File: src/sv/aabb_pkg.sv
package aabb_pkg;

   localparam int Q_W    = 24;
   localparam int SUM_W  = 34;
   localparam int PROD_W = 41;
   localparam int SCL_W  = 33;
   localparam int EDGE_W = 26;
   localparam int CSR_AW = 5;
   localparam int CSR_DW = 32;

   localparam logic signed [Q_W-1:0] Q_MAX = 24'sh7FFFFF;
   localparam logic signed [Q_W-1:0] Q_MIN = -24'sh800000;

   localparam logic [1:0] OP_WRITE = 2'd0;
   localparam logic [1:0] OP_SPAWN = 2'd1;
   localparam logic [1:0] OP_TICK  = 2'd2;
   localparam logic [1:0] OP_NOP   = 2'd3;

   localparam logic [2:0] REG_GRAVITY  = 3'd0;
   localparam logic [2:0] REG_MAX_FALL = 3'd1;
   localparam logic [2:0] REG_TSTEP    = 3'd2;
   localparam logic [2:0] REG_BODY_W   = 3'd3;
   localparam logic [2:0] REG_BODY_H   = 3'd4;
   localparam logic [2:0] REG_ACTIVE   = 3'd5;

   typedef struct packed {
      logic        [1:0]  op;
      logic        [5:0]  solid_index;
      logic signed [23:0] solid_left;
      logic signed [23:0] solid_top;
      logic        [22:0] solid_width;
      logic        [22:0] solid_height;
      logic signed [23:0] spawn_x;
      logic signed [23:0] spawn_y;
      logic signed [23:0] walk_speed;
      logic signed [23:0] new_vertical_speed;
      logic               override_vertical;
   } req_type;

   typedef struct packed {
      logic signed [23:0] body_x;
      logic signed [23:0] body_y;
      logic signed [23:0] speed_x;
      logic signed [23:0] speed_y;
      logic signed [23:0] before_x;
      logic signed [23:0] before_y;
      logic               on_ground;
   } rsp_type;

   typedef struct packed {
      logic signed [23:0] gravity;
      logic signed [23:0] max_fall;
      logic        [15:0] time_step;
      logic        [22:0] body_width;
      logic        [22:0] body_height;
      logic        [6:0]  active_solids;
   } cfg_type;

   // solid kept as its left, right, top and bottom edges; right and bottom are formed when the solid is written
   typedef struct packed {
      logic signed [Q_W-1:0]    sl;
      logic signed [EDGE_W-1:0] sr;
      logic signed [Q_W-1:0]    st;
      logic signed [EDGE_W-1:0] sb;
   } solid_type;

   function automatic logic signed [Q_W-1:0] sat24(input logic signed [SUM_W-1:0] v);
      logic signed [SUM_W-1:0] hi;
      logic signed [SUM_W-1:0] lo;
      hi = SUM_W'(Q_MAX);
      lo = SUM_W'(Q_MIN);
      if (v > hi) begin
         return Q_MAX;
      end else if (v < lo) begin
         return Q_MIN;
      end else begin
         return v[Q_W-1:0];
      end
   endfunction

endpackage

File: src/sv/aabb_csr.sv
module aabb_csr (
   input  logic                        clock,
   input  logic                        reset,
   input  logic                        psel,
   input  logic                        penable,
   input  logic                        pwrite,
   input  logic [aabb_pkg::CSR_AW-1:0] paddr,
   input  logic [aabb_pkg::CSR_DW-1:0] pwdata,
   output logic [aabb_pkg::CSR_DW-1:0] prdata,
   output logic                        pready,
   output aabb_pkg::cfg_type           cfg
);
   import aabb_pkg::*;

   cfg_type    cfg_ff;
   cfg_type    cfg_in;
   logic [2:0] reg_idx;

   assign reg_idx = paddr[4:2];
   assign pready  = 1'b1;
   assign cfg     = cfg_ff;

   always_comb begin
      cfg_in = cfg_ff;
      if (psel && penable && pwrite) begin
         case (reg_idx)
            REG_GRAVITY:  cfg_in.gravity       = pwdata[23:0];
            REG_MAX_FALL: cfg_in.max_fall      = pwdata[23:0];
            REG_TSTEP:    cfg_in.time_step     = pwdata[15:0];
            REG_BODY_W:   cfg_in.body_width    = pwdata[22:0];
            REG_BODY_H:   cfg_in.body_height   = pwdata[22:0];
            REG_ACTIVE:   cfg_in.active_solids = pwdata[6:0];
            default:      cfg_in = cfg_ff;
         endcase
      end
   end

   always_comb begin
      case (reg_idx)
         REG_GRAVITY:  prdata = {8'd0, cfg_ff.gravity};
         REG_MAX_FALL: prdata = {8'd0, cfg_ff.max_fall};
         REG_TSTEP:    prdata = {16'd0, cfg_ff.time_step};
         REG_BODY_W:   prdata = {9'd0, cfg_ff.body_width};
         REG_BODY_H:   prdata = {9'd0, cfg_ff.body_height};
         REG_ACTIVE:   prdata = {25'd0, cfg_ff.active_solids};
         default:      prdata = '0;
      endcase
   end

   always_ff @(posedge clock) begin
      if (reset) begin
         cfg_ff.gravity       <= '0;
         cfg_ff.max_fall      <= Q_MAX;
         cfg_ff.time_step     <= 16'd256;
         cfg_ff.body_width    <= 23'd256;
         cfg_ff.body_height   <= 23'd256;
         cfg_ff.active_solids <= '0;
      end else begin
         cfg_ff <= cfg_in;
      end
   end

endmodule

File: config.mk
export PLATFORM = sky130hd
export DESIGN_NAME = aabb_csr
export DESIGN_NICKNAME = d
export VERILOG_FILES = /design/src/sv/aabb_pkg.sv /design/src/sv/aabb_csr.sv
export SDC_FILE = /design/constraint.sdc
export NUM_CORES = 1
export LEC_CHECK = 0
export ABC_AREA = 1
export BUFFER_PORTS_ARGS = -buffer_cell sky130_fd_sc_hd__buf_2
export CAP_MARGIN = 20
export CORE_ASPECT_RATIO = 0.7
export CORE_MARGIN = 1.5
export CORE_UTILIZATION = 55
export DETAILED_ROUTE_END_ITERATION = 8
export HOLD_SLACK_MARGIN = 0.15
export PLACE_DENSITY = 0.86
export SYNTH_ARGS = -nofsm -noshare
export SYNTH_HDL_FRONTEND = slang
export SYNTH_SLANG_ARGS = --single-unit
File: constraint.sdc
create_clock -name clock -period 1.8 [get_ports clock]
set_input_delay 0.09 -clock clock [delete_from_list [all_inputs] [get_ports clock]]
set_output_delay 0.09 -clock clock [all_outputs]
set_load 0.1 [all_outputs]
==> results.tsv <==
stage	metric	value	unit
sta	fin_setup_tns	0	ns
job	max_cap_viol_count	0	
power	irDropWorstVdd	0.000737	V
die	die_width	126	µm
grt	grt_usage	0.328	
die	fp.dieH	89.3	µm
cells_and_area	area_growth	37.9	%
placement	port_buffers	172	
synth	ys_seq_elements	117	
cells_and_area	final_common_cell	nand2_1	
sta	setup_viol	0	
power	leakage	4.06	nW
grt	grt_pass1_vias	5799	
setup_path	r2r-start	cfg[93]	
die	core.rowCount	31	
sta	fmax	616	MHz
synth	synth_cells	927	
sta	fin_skew	0	ns
clock_network	cts_buffers	17	
die	core	10400	µm²
cells_and_area	final_util	0.780	
drt	via_per_inst	5.23	
power	p_per_area	877	nW/µm²
setup_path	cp-start-kind	input pin	
setup_path	path_class	in -> out	
synth	synth_flop_cell	dfxtp_1	
setup_path	critPathCaptureType	output port	
grt	grt_pass1_wl	29.0	mm
drt	dr_total_vias	6544	
sta	slew_headroom	0.596	
grt	overflow	0	
setup_path	worst_ep_arrival_time	1.53	ns
clock_network	cts_tree	done	
cells_and_area	layout.nets	1150	
synth	synth_edf_count	0	
synth	netlist.area_leader.share	0.400	
clock_network	h-tree-depth	4	
synth	async_flop_share	0	
setup_path	r2r_cells	2	
sta	maxSlewViolCount	0	
drt	drtIter0Drc	659	
drt	drc_errors	0	
hold_path	holdCritStartpoint	penable	
placement	hpwl	11.8	mm
setup_path	r2r_end	cfg[93]	
die	ios	192	
die	die-area	11300	µm²
hold_path	whs_path_depth	4	
drt	wl_per_cell	15.0	µm
placement	gp_congestion	0.881	
cells_and_area	final_cell_mix	303 x nand2_1, 209 x nor2_1, 148 x buf_2	
synth	yosys-top-cells-area	dfxtp_1 40%, nand2_1 20%, nor2_1 13%	
grt	grt_max_degree	118	
cells_and_area	largest_reg_flops	117	
setup_path	crit_path_max_fanout	13	
hold_path	hp-class	in -> reg	
drt	final_antenna_net_count	0	
setup_path	r2r_slack	1.11	ns
drt	routed_wirelength	18.7	mm
drt	dr.pass1.iters	5	
synth	synth_cell_type_count	22	
synth	synth_area	5860	µm²
sta	rsz0062_at_grt	no	
sta	finalCritPeriodShare	0.902	
clock_network	cts_max_path_buffers	2	
synth	ys_warn_count	0	
run_status	status	finished, final reports clean	
sta	timing_worst_slew_pin_value	0.604	ns
clock_network	clock-sinks	117	
die	initial_core_util	0.566	
hold_path	holdPathEnd	cfg[61]	
clock_network	clock_latency	0.41	ns
sta	hold_viol_final	0	
grt	antenna_found_initial	0	
synth	synth_top_cell_by_area	dfxtp_1	
cells_and_area	final_layout_size_suffix_gt1_frac	0.319	
clock_network	cts_root_buffer	clkbuf_16	
clock_network	clk_pin_slew_worst_paths	0.05	ns
synth	yosysSeqAreaShare	0.400	
synth	syn_avg_cell_area	6.32	µm²
sta	final.min_clock_period	1.62	ns
setup_path	cp.required	1.71	ns
## cell families after synthesis
logic type      synth area share
simple gates               0.482
other cells              0.00128
compound gates           0.00427
flops                      0.400
buf+inv                    0.113
## how the worst max path moves through the flow
| stage | slack [ns] | start | end |
|---|---|---|---|
| final | 0.18 | paddr[2] | prdata[8] |
| after global routing | 0.08 | paddr[4] | prdata[18] |
| after CTS | 0.19 | paddr[2] | prdata[8] |
| after detailed placement | 0.15 | paddr[4] | cfg[75] |
| after global placement | 0.21 | paddr[4] | cfg[86] |
| after floorplan | 0.06 | cfg[30] | prdata[0] |
## metrics by stage
step | cells | cell area [µm²] | worst slack, ns | power (mW) | hold slack (ns)
global route | 1250 | 8080 | 0.0833 | 7.28 | 0.208
CTS | 1250 | 8080 | 0.195 | 7.07 | 0.189
detailed placement | 1197 | 7280 | 0.154 | 3.85 | 0.319
floorplan | 934 | 6020 | 0.0646 | 3.57 | 0.216
finish | 1251 | 8080 | 0.177 | 7.09 | 0.204
global placement | 1197 | 7280 | 0.215 | 3.84 | 0.315
## repair_timing
action | 4_1_cts | 5_1_grt
gates resized for setup | 0 | 0
hold buffers | 24 | 0
hold endpoints to repair | 113 | 0
buffers inserted | 0 | 0
## final cells by class
class / instances / area, µm²
multi-input cells: 682 / 2890
flip-flops and latches: 117 / 2480
fillers: 749 / 2280
repair buffers: 221 / 1720
clock buffers: 25 / 515
inverters: 69 / 263
well taps: 132 / 165
clock inverters: 4 / 45.0
diodes: 1 / 2.50
## power breakdown
| group | internal (mW) | total (mW) | switching, mW |
|---|---|---|---|
| Clock | 2.09 | 3.23 | 1.14 |
| Combinational | 0.301 | 1.20 | 0.897 |
| Sequential | 2.63 | 2.66 | 0.0276 |
| Total | 5.02 | 7.09 | 2.07 |
## synthesized netlist by cell type, types with 3 or more instances
cell	count
nand2_1	305
nor2_1	210
dfxtp_1	117
nand3_1	113
inv_1	65
buf_4	24
nand4_1	21
buf_2	19
buf_1	10
clkbuf_1	8
nor2_4	6
buf_6	5
nand2_2	4
nor2_2	4
inv_2	3
o21ai_0	3
## critical path, stage by stage
cell	delay, ns
buf_2	0.35
nor2_2	0.09
nand2_1	0.39
nor2_1	0.09
nor2_1	0.21
nand2_1	0.12
buf_12	0.18
## metal layers
layer / vias up / share of wire / track usage
met5: - / 0 / 0
met1: 2942 / 0.44 / 0.444
li1: 3202 / - / -
met2: 357 / 0.45 / 0.519
met4: 0 / 0.023 / 0.149
met3: 43 / 0.090 / 0.0604
No activity file was read; power rests on OpenSTA's default activity.
